## src/hw/rtl/tfrs_pkg.sv

```systemverilog
`default_nettype none
package tfrs_pkg;

  localparam int DEF_NUM_TAGS    = 16;
  localparam int DEF_QUEUE_DEPTH = 16;
  localparam int PADDR_W         = 5;
  localparam int EMA_W           = 24;
  localparam int WGT_W           = 16;
  localparam int ACT_W           = 9;
  localparam logic [ACT_W-1:0] CNT_MAX = 9'd511;

  typedef struct packed {
    logic [2:0]  command;
    logic [3:0]  tag_id;
    logic [15:0] op_handle;
    logic        starved;
    logic [15:0] random_value;
  } req_t;

  typedef struct packed {
    logic [2:0]  status;
    logic [15:0] granted_handle;
    logic [3:0]  granted_tag;
    logic [8:0]  pending_total;
  } rsp_t;

  typedef enum logic [2:0] {
    CMD_ADMIT      = 3'd0,
    CMD_CONSUME    = 3'd1,
    CMD_FIRST_BYTE = 3'd2,
    CMD_DONE       = 3'd3,
    CMD_TICK       = 3'd4,
    CMD_SHUTDOWN   = 3'd5
  } command_t;

  typedef enum logic [2:0] {
    ST_OK            = 3'd0,
    ST_GLOBAL_FULL   = 3'd1,
    ST_TAG_FULL      = 3'd2,
    ST_SHUT_DOWN     = 3'd3,
    ST_NONE_ELIGIBLE = 3'd4
  } status_t;

  typedef enum logic [2:0] {
    REG_MAX_PENDING_TOTAL   = 3'd0,
    REG_MAX_PENDING_PER_TAG = 3'd1,
    REG_STARVING_CAP        = 3'd2,
    REG_ACTIVE_CAP          = 3'd3,
    REG_EMA_ALPHA           = 3'd4
  } reg_index_t;

  typedef struct packed {
    logic [8:0]  max_pending_total;
    logic [4:0]  max_pending_per_tag;
    logic [8:0]  starve_limit;
    logic [8:0]  active_limit;
    logic [15:0] ema_alpha;
  } cfg_t;

  typedef enum logic [3:0] {
    S_IDLE, S_EXEC, S_SUM, S_TGT, S_SCAN, S_SEL, S_READ, S_POP,
    S_TMUL, S_TADD, S_TDIV, S_DONE
  } state_t;

  typedef struct packed {
    logic load;
    logic exec;
    logic acc_clr;
    logic idx_clr;
    logic idx_inc;
    logic idx_pick;
    logic sum_step;
    logic tgt_mul;
    logic scan_step;
    logic pop;
    logic tick_mul;
    logic tick_add;
    logic wgt_write;
    logic set_none;
    logic out_load;
  } ctrl_cmd_t;

  typedef struct packed {
    logic [2:0] command;
    logic       shut;
    logic       alpha_zero;
    logic       idx_last;
    logic       total_zero;
    logic       div_done;
    logic       out_busy;
  } dp_stat_t;

endpackage
`default_nettype wire

```

## src/hw/rtl/tfrs_ctrl.sv

```systemverilog
`default_nettype none
module tfrs_ctrl (
  input  wire logic               clk,
  input  wire logic               rst,
  input  wire logic               req_valid,
  output logic                    req_stall,
  input  wire tfrs_pkg::dp_stat_t stat,
  output tfrs_pkg::ctrl_cmd_t     cmd
);
  import tfrs_pkg::*;

  state_t state;
  state_t state_next;

  always_ff @(posedge clk) begin
    if (rst) begin
      state <= S_IDLE;
    end else begin
      state <= state_next;
    end
  end

  assign req_stall = (state != S_IDLE);

  always_comb begin
    state_next = state;
    cmd        = '0;
    unique case (state)
      S_IDLE: begin
        if (req_valid) begin
          cmd.load   = 1'b1;
          state_next = S_EXEC;
        end
      end
      S_EXEC: begin
        cmd.exec   = 1'b1;
        state_next = S_DONE;
        if (stat.command == CMD_CONSUME && !stat.shut) begin
          cmd.acc_clr = 1'b1;
          cmd.idx_clr = 1'b1;
          state_next  = S_SUM;
        end else if (stat.command == CMD_TICK && !stat.alpha_zero) begin
          cmd.idx_clr = 1'b1;
          state_next  = S_TMUL;
        end
      end
      S_SUM: begin
        cmd.sum_step = 1'b1;
        if (stat.idx_last) begin
          state_next = S_TGT;
        end else begin
          cmd.idx_inc = 1'b1;
        end
      end
      S_TGT: begin
        if (stat.total_zero) begin
          cmd.set_none = 1'b1;
          state_next   = S_DONE;
        end else begin
          cmd.tgt_mul = 1'b1;
          cmd.idx_clr = 1'b1;
          state_next  = S_SCAN;
        end
      end
      S_SCAN: begin
        cmd.scan_step = 1'b1;
        if (stat.idx_last) begin
          state_next = S_SEL;
        end else begin
          cmd.idx_inc = 1'b1;
        end
      end
      S_SEL: begin
        cmd.idx_pick = 1'b1;
        state_next   = S_READ;
      end
      // queue memory read is registered
      S_READ: state_next = S_POP;
      S_POP: begin
        cmd.pop    = 1'b1;
        state_next = S_DONE;
      end
      S_TMUL: begin
        cmd.tick_mul = 1'b1;
        state_next   = S_TADD;
      end
      S_TADD: begin
        cmd.tick_add = 1'b1;
        state_next   = S_TDIV;
      end
      S_TDIV: begin
        if (stat.div_done) begin
          cmd.wgt_write = 1'b1;
          if (stat.idx_last) begin
            state_next = S_DONE;
          end else begin
            cmd.idx_inc = 1'b1;
            state_next  = S_TMUL;
          end
        end
      end
      S_DONE: begin
        if (!stat.out_busy) begin
          cmd.out_load = 1'b1;
          state_next   = S_IDLE;
        end
      end
      default: state_next = S_IDLE;
    endcase
  end

endmodule
`default_nettype wire

```

## config.mk

```make
export PLATFORM = sky130hd
export DESIGN_NAME = tfrs_ctrl
export DESIGN_NICKNAME = d
export VERILOG_FILES = /design/src/hw/rtl/tfrs_pkg.sv /design/src/hw/rtl/tfrs_ctrl.sv
export SDC_FILE = /design/constraint.sdc
export NUM_CORES = 1
export LEC_CHECK = 0
export BUFFER_PORTS_ARGS = -buffer_cell sky130_fd_sc_hd__buf_4
export CORE_MARGIN = 8
export CORE_UTILIZATION = 44
export CTS_BUF_LIST = sky130_fd_sc_hd__clkbuf_16
export CTS_CLUSTER_SIZE = 10
export DETAILED_ROUTE_END_ITERATION = 16
export GPL_TIMING_DRIVEN = 0
export PLACE_DENSITY = 0.88
export SETUP_SLACK_MARGIN = 0.05
export SLEW_MARGIN = 5
export SYNTH_ARGS = -nofsm -noshare
export SYNTH_HDL_FRONTEND = slang
export SYNTH_SLANG_ARGS = --single-unit
```

## constraint.sdc

```tcl
create_clock -name clk -period 1.9 [get_ports clk]
set_input_delay 0.285 -clock clk [delete_from_list [all_inputs] [get_ports clk]]
set_output_delay 0.285 -clock clk [all_outputs]
set_load 0.03 [all_outputs]
```

# --- Yosys cells after proc, flatten, opt, wreduce, memory -nomap -nowiden ---
# Cells that the tools add are included.
# W data, S select, Z words.
word_totals:
  register_bits: 4
  in_bits: 12
  output_inout_bits: 16
  elab_cells: 61
classes:
  eq_ne: 18
  muxes: 34
  n_reduce_logical: 8
ops:
  columns: ["op", "count"]
  rows:
  - ["$pmux W4 S12", 1]
  - ["$mux W4", 7]
  - ["$mux W1", 21]
  - ["$eq A4 B3 Y1 const B", 4]
  - ["$eq A4 B4 Y1 const B", 4]
  - ["$ne A2 B2 Y1 const B", 5]
  - ["$eq A4 B2 Y1 const B", 2]
  - ["$mux W2", 3]
  - ["$reduce_and A5 Y1", 1]
  - ["$eq A4 B1 Y1 const B", 1]
  - ["$logic_not A4 Y1", 1]
  - ["$pmux W1 S2", 2]
  - ["$reduce_bool A4 Y1", 1]
  - ["$eq A3 B1 Y1 const B", 1]
  - ["$eq A3 B3 Y1 const B", 1]
  - ["$logic_and A1 B1 Y1", 2]
  - ["$logic_not A1 Y1", 2]
  - ["$reduce_or A2 Y1", 1]

# --- Logic depth before layout (Yosys ltp) ---
# Gate-level depths: netlist (run 1).
depth:
  word_depth: 5
  depth_mapped: 6
  mapped_depth_nobuf: 4

# --- Worst setup path before layout (run 1) ---
# Ideal clock, no wire load.
synth_path:
  path_kind: "flip-flop to output port"
  start: "register state[3]"
  end: "output cmd[11] (netlist bit)"
  arrival_ns: 1.788
  required_ns: 1.615
  slack_ns: -0.173
  path_stages_with_launch: 5
  path_buffers: 1
  cell_sequence: "dfxtp_1 > buf_2 > nand2b_1 > nor3_1 > nand2b_1"
synth_lines:
  columns: ["element", "line_no", "source"]
  rows:
  - ["from (decl)", "tfrs_ctrl.sv:12", "state_t state;"]
  - ["from (signal assigned)", "tfrs_ctrl.sv:19", "state <= state_next;"]
  - ["to (decl)", "tfrs_ctrl.sv:8", "output tfrs_pkg::ctrl_cmd_t cmd"]

==> qor.csv, run 1 <==
stage,metric,value,unit
floorplanning,Chip Height,52.33,um
critical_path,Setup CP Type,flop to output port,
route,Initial DRT Pass Iterations,8,
final_layout,Largest regs,state: 4 flops,
power_and_ir_drop,Internal Power,740.5,uW
power_and_ir_drop,Sw Pwr,644.6,uW
critical_path,CP max FO,10,
grt,largest net degree at the start of global routing,11,
sta,slew of the pin with the lowest slew margin,0.5956,ns
final_layout,Syn-to-layout area delta,56.25,%
final_layout,Total Nets Final,129,
sta,# setup viols final,0,
sta,min Tclk post-route,1.795,ns
critical_path,CP max stage delay,0.29,ns
job,max cap viols,0,
floorplanning,top-level port count,28,
critical_path,kind of end point of the critical path,output port,
final_layout,design area,907.1,um^2
route,wl on met1,809,um
floorplanning,Die X,52.33,um
floorplanning,die area,2738,um^2
final_layout,layout cells sized above 1,37.39,%
placement,Placer Congestion,0.9458,
route,Via density,6.008,
synth,biggest area consumer among synthesized cells,dfxtp_1,
clock_network,H-tree depth,1,
synth,Async SR Flop Fraction,0,%
clock_network,clk buf depth,2,
clock_network,postcts setup bufs,0,
synth,Synth warnings,0,
power_and_ir_drop,part of the power in registers,9.7,%
sta,Sum Neg Setup Slack,0,ns
clock_network,Worst-path clk slew,0.03,ns
grt,vias in the first global route,748,
clock_network,PostCTS Resize Cnt,1,
synth,Post-Syn Nets,97,
route,DRT iter0 DRCs,48,
floorplanning,Core Area,1269,um^2
critical_path,Worst Setup SP,state[1]$_SDFFE_PP0P_,
route,DRC Markers,0,
grt,total gr overflow,0,
critical_path,crit-path cells,"clkbuf_4, buf_4, nor2_1, nand2_1, a21boi_0, buf_4",
power_and_ir_drop,Clock Power Share,23.6,%
route,WL met2,980,um
synth,post-synth top area share,13.79,%
critical_path,Worst path slowest cell,dfxtp_1,
sta,RSZ-0062 raised after global routing,yes,
synth,#FFs+latches synth,4,
sta,Slew Limit Headroom,59.73,%
final_layout,Antenna Cells,0,
synth,Post-synth EDFFs,0,
sta,fin. max-slew vios,0,
critical_path,Startpoint Class,flop,
synth,Synth Cell Area,580.6,um^2
critical_path,R2R Path End,state[1]$_SDFFE_PP0P_,
synth,"Top FF cell, synth",dfxtp_1,
synth,Area contributors post-synth,"dfxtp_1, nand2b_1, nor3_1",
route,Antenna Violating Nets Remaining,0,
synth,Cells after Synth,85,
clock_network,CTS Buf Count,3,
grt,global-route wire length before repair,3.408,mm
clock_network,Clock Latency Late Sink,0.22,ns
worst_hold_path,WHS Endpoint,state[0]$_SDFFE_PP0P_,
route,Routed wire per std cell,15.72,um
placement,pre-CTS setup slack,0.2104,ns
critical_path,Worst Path Buf+Inv,3,
floorplanning,cell row count,13,
critical_path,R2R Setup Slk,0.38,ns
clock_network,root buffer selected by CTS,clkbuf_16,
placement,dpl hpwl,1.557,mm
critical_path,cell mode on critical path,buf_4,
worst_hold_path,Hold Path Cell Cnt,2,
sta,fin crit share,94.47,%
placement,placed insts,127,
power_and_ir_drop,largest vdd supply drop,0.9485,mV
grt,overall routing resource usage,15.30,%
placement,input/output buffers,27,
placement,Post-DP Area,812.0,um^2
sta,endpoints failing hold,0,
final_layout,filler cell count,107,
outcome,status,"finished, final reports clean",
final_layout,Finished Layout Cells,130,
critical_path,CP required,1.62,ns
worst_hold_path,worst hold path class,primary input to flop,
synth,syn_area_per_cell,6.830,um^2
sta,min setup slack post-route,0.1051,ns
final_layout,multi-input logic area,465.4,um^2
final_layout,Reg with most FFs,state,
critical_path,critical path arrival,1.51,ns
critical_path,worst reg2reg path depth,4,
critical_path,worst flop-to-flop path startpoint,state[3]$_SDFFE_PP0P_,
power_and_ir_drop,Pwr per Cell Area,1527,nW/um^2
power_and_ir_drop,combinational share of power,66.7,%
sta,highest achievable clock rate,557.1,MHz
worst_hold_path,hold_sp,rst,
route,WL final,2.043,mm
final_layout,FF+latch area,80.08,um^2
clock_network,CTS sink cnt,4,
power_and_ir_drop,Pleak,0.4028,nW
route,DR vias,781,
grt,initial antenna violation count,0,
synth,synth unique cells,35,
sta,Clock Skews,0.002754,ns
critical_path,Top delay family on crit path,buffers and inverters,
clock_network,CTS tree,yes,
final_layout,max reg flops,4,
route,DR top layer,met4,
floorplanning,initial core utilization,45.76,%
clock_network,hold buffers post-CTS,0,
route,Met3 Routed Length,240,um
synth,sequential fraction of the synthesis area,13.79,%
power_and_ir_drop,switching share of power,46.54,%
## cell usage in the layout, fill, tap and decap left out, types with 2 or more instances in the layout
master,netlist,final
buf_4,4,31
nand2_1,8,8
nor2_1,8,8
nand2b_1,8,6
nor3_1,7,5
a21oi_1,5,5
dfxtp_1,4,4
inv_1,3,3
o21ai_0,3,3
nand3b_1,3,3
a22oi_1,3,3
clkbuf_16,0,3
nand2b_2,0,2
nor3_4,0,2
and2_1,2,2
nand3_1,2,2
nor4b_1,2,2
or4_1,2,2
## worst max path at each step
stage | cells past startpoint | slack, ns | to
after floorplan | 5 | 0.09 | cmd[10]
after global placement | 5 | 0.25 | cmd[11]
after detailed placement | 5 | 0.21 | cmd[11]
after CTS | 5 | 0.08 | cmd[11]
after global routing | 6 | 0.04 | cmd[10]
final | 6 | 0.11 | cmd[10]
## final cells by class
class,count,share of cell area (%)
buffer,7,5.931
clock buffer,3,8.276
inverter,3,1.241
multi-input combinational,71,51.31
sequential,4,8.828
tap,15,2.069
timing repair buffer,27,22.34
## logic make-up after synthesis
group                  Yosys count  share of synthesized area, %
AOI/OAI and AO/OA               22                         26.73
DFF                              4                         13.79
and+or+nand+nor                 48                         46.98
muxes                            1                         1.724
buffers and inverters           10                         10.78
## worst register-to-register path: cells and delay by family, from the launching register on
kind            cells  cell delay, ns
buf+inv             1            0.18
flops               1            0.28
compound gates      2            0.42
simple gates        1            0.52
## cell usage after synthesis, types with 2 or more instances
master,instances
o21ai_0,3
dfxtp_1,4
a21oi_1,5
buf_4,4
nand2_1,8
nand3b_1,3
or4_1,2
nor2_1,8
nor4b_1,2
and2_1,2
nor3_1,7
inv_1,3
nand3_1,2
nand2b_1,8
buf_2,2
a22oi_1,3
## routing by layer
| metal | vias to the layer above | GRT usage, % |
|---|---|---|
| li1 | 373 | - |
| met1 | 343 | 17.07 |
| met2 | 63 | 26.28 |
| met3 | 2 | 6.534 |
| met4 | 0 | 3.017 |
| met5 | - | 0 |
## power by group through the flow
stage                     sequential [mW]  clock [mW]  combinational (mW)
after floorplan                     0.129           0               0.639
after global placement              0.133           0               0.866
after detailed placement            0.134           0               0.875
after CTS                           0.133       0.327               0.888
after global routing                0.141       0.337               0.996
final                               0.135       0.326               0.924
## per-stage QoR
stage	util, %	hold slack [ns]	power, mW
5_1_grt	71.50	0.2557	1.474
2_1_floorplan	-	0.3496	0.7681
3_3_place_gp	64.00	0.4769	0.9991
4_1_cts	70.41	0.2482	1.348
3_5_place_dp	64.00	0.4821	1.009
6_report	71.50	0.2510	1.385
Power figures use the tool's default switching activity.
==> run 2, diff against run 1 <==
--- a/config.mk
+++ b/config.mk
@@ -12,6 +12,7 @@
 export CTS_CLUSTER_SIZE = 10
 export DETAILED_ROUTE_END_ITERATION = 16
 export GPL_TIMING_DRIVEN = 0
+export MAX_ROUTING_LAYER = met4
 export PLACE_DENSITY = 0.88
 export SETUP_SLACK_MARGIN = 0.05
 export SLEW_MARGIN = 5
==> run 2 against run 1 <==
Sequential share of layout area increased by 0.061 points; critical path depth decreased by 1; die area unchanged; global-route usage increased by 1.0 points; via count increased by 3.6%; largest power group unchanged; highest routed layer unchanged; fmax increased by 1.7%; flip-flop and latch count unchanged.
==> qor.csv, run 2 (synthesis results as in run 1) <==
stage,metric,value,unit
clock_network,root buffer selected by CTS,clkbuf_16,
final_layout,"commonest non-fill, non-tap cell in the layout",buf_4,
critical_path,Startpoint Class,flop,
sta,slew of the pin with the lowest slew margin,0.6267,ns
route,Routed wire per std cell,16.63,um
sta,Slew Limit Headroom,57.63,%
clock_network,CTS sink cnt,4,
route,DRC Markers,0,
route,Antenna Violating Nets Remaining,0,
critical_path,crit-path cells,"buf_2, nand2b_2, nor3_4, nand2b_1, buf_4",
sta,fin. max-slew vios,0,
clock_network,Worst-path clk slew,0.03,ns
placement,dpl hpwl,1.642,mm
final_layout,Syn-to-layout area delta,55.17,%
sta,highest achievable clock rate,566.5,MHz
placement,Placer Congestion,0.9181,
clock_network,postcts setup bufs,0,
critical_path,Worst path slowest cell,dfxtp_1,
clock_network,H-tree depth,1,
sta,fin crit share,92.91,%
grt,total gr overflow,0,
power_and_ir_drop,Pleak,0.4055,nW
route,DR vias,809,
floorplanning,Chip Height,52.33,um
sta,hold_ws,0.2567,ns
critical_path,CP max FO,9,
critical_path,CP max stage delay,0.28,ns
route,DRT iter0 DRCs,40,
job,max cap viols,0,
grt,largest net degree at the start of global routing,11,
sta,# setup viols final,0,
placement,input/output buffers,27,
route,Via density,6.223,
outcome,status,"finished, final reports clean",
grt,vias in the first global route,759,
route,WL final,2.162,mm
route,Initial DRT Pass Iterations,4,
final_layout,max reg flops,4,
floorplanning,top-level port count,28,
grt,global-route wire length before repair,3.408,mm
final_layout,layout cells sized above 1,38.26,%
clock_network,CTS Buf Count,3,
critical_path,Top delay family on crit path,simple AND/OR/NAND/NOR gates,
floorplanning,initial core utilization,45.76,%
final_layout,filler cell count,121,
grt,initial antenna violation count,0,
floorplanning,Core Area,1269,um^2
final_layout,Reg with most FFs,state,
sta,endpoints failing hold,0,
final_layout,most frequent cells in the layout,"buf_4, nand2_1, nor2_1",
critical_path,Setup CP Type,flop to output port,
critical_path,CP required,1.62,ns
sta,RSZ-0062 raised after global routing,yes,
final_layout,Largest regs,state: 4 flops,
final_layout,Antenna Cells,0,
floorplanning,die area,2738,um^2
final_layout,Total Nets Final,129,
floorplanning,Die X,52.33,um
worst_hold_path,worst hold path class,primary input to flop,
clock_network,Clock Latency Late Sink,0.23,ns
sta,min Tclk post-route,1.765,ns
floorplanning,cell row count,13,
critical_path,critical path arrival,1.48,ns
sta,Sum Neg Setup Slack,0,ns
clock_network,clk buf depth,2,
power_and_ir_drop,Pwr per Cell Area,1551,nW/um^2
critical_path,Worst Path Buf+Inv,2,
sta,Clock Skews,0.003440,ns
grt,overall routing resource usage,16.31,%
critical_path,kind of end point of the critical path,output port,
power_and_ir_drop,largest vdd supply drop,0.8233,mV
clock_network,CTS tree,yes,
==> run 2: path summary, 6_finish.rpt <==
| path | from | endpoint | slack [ns] | depth (start not counted) |
|---|---|---|---|---|
| hold / removal | rst | state[0]$_SDFFE_PP0P_ | 0.26 | 2 |
| setup reg to reg | state[3]$_SDFFE_PP0P_ | state[1]$_SDFFE_PP0P_ | 0.36 | 4 |
| setup / recovery | state[3]$_SDFFE_PP0P_ | cmd[11] | 0.13 | 5 |
| hold reg to reg | state[2]$_SDFFE_PP0P_ | state[2]$_SDFFE_PP0P_ | 0.73 | 3 |
==> run 2: area by class of cell <==
cell class | count | area [um^2] | area share (%)
sequential | 4 | 80.08 | 8.889
clock buffer | 3 | 75.07 | 8.333
buffer | 7 | 51.30 | 5.694
timing repair buffer | 27 | 202.7 | 22.50
inverter | 3 | 11.26 | 1.250
multi-input combinational | 71 | 461.7 | 51.25
tap | 15 | 18.77 | 2.083
==> run 2: per-stage QoR <==
stage / power (mW) / util, % / area [um^2] / setup slack [ns] / cells
after global placement: 1.005 / 64.00 / 812.0 / 0.2476 / 127
after detailed placement: 1.024 / 64.00 / 812.0 / 0.2311 / 127
after floorplan: 0.7681 / - / 590.6 / 0.08722 / 85
after global routing: 1.476 / 71.01 / 900.9 / 0.03369 / 130
final: 1.397 / 71.01 / 900.9 / 0.1346 / 130
after CTS: 1.361 / 69.92 / 887.1 / 0.06922 / 130
==> run 2: per-layer routing <==
layer	vias to the layer above	GRT usage (%)	routed length [um]
met3	7	4.261	217
met4	0	8.621	48
met2	60	26.48	1033
met5	-	-	0
li1	373	-	-
met1	369	17.70	862
==> run 2: timing repair <==
| item | 4_1_cts | 5_1_grt |
|---|---|---|
| gates resized for setup | 0 | 4 |
| setup endpoints to repair | 0 | 2 |
| hold buffers | 0 | 0 |
==> run 2: where the power goes <==
group | switching (mW) | leakage [nW] | internal (mW)
logic | 0.573 | 0.336 | 0.351
registers | 0.0243 | 0.0329 | 0.115
clock network | 0.0650 | 0.0370 | 0.269
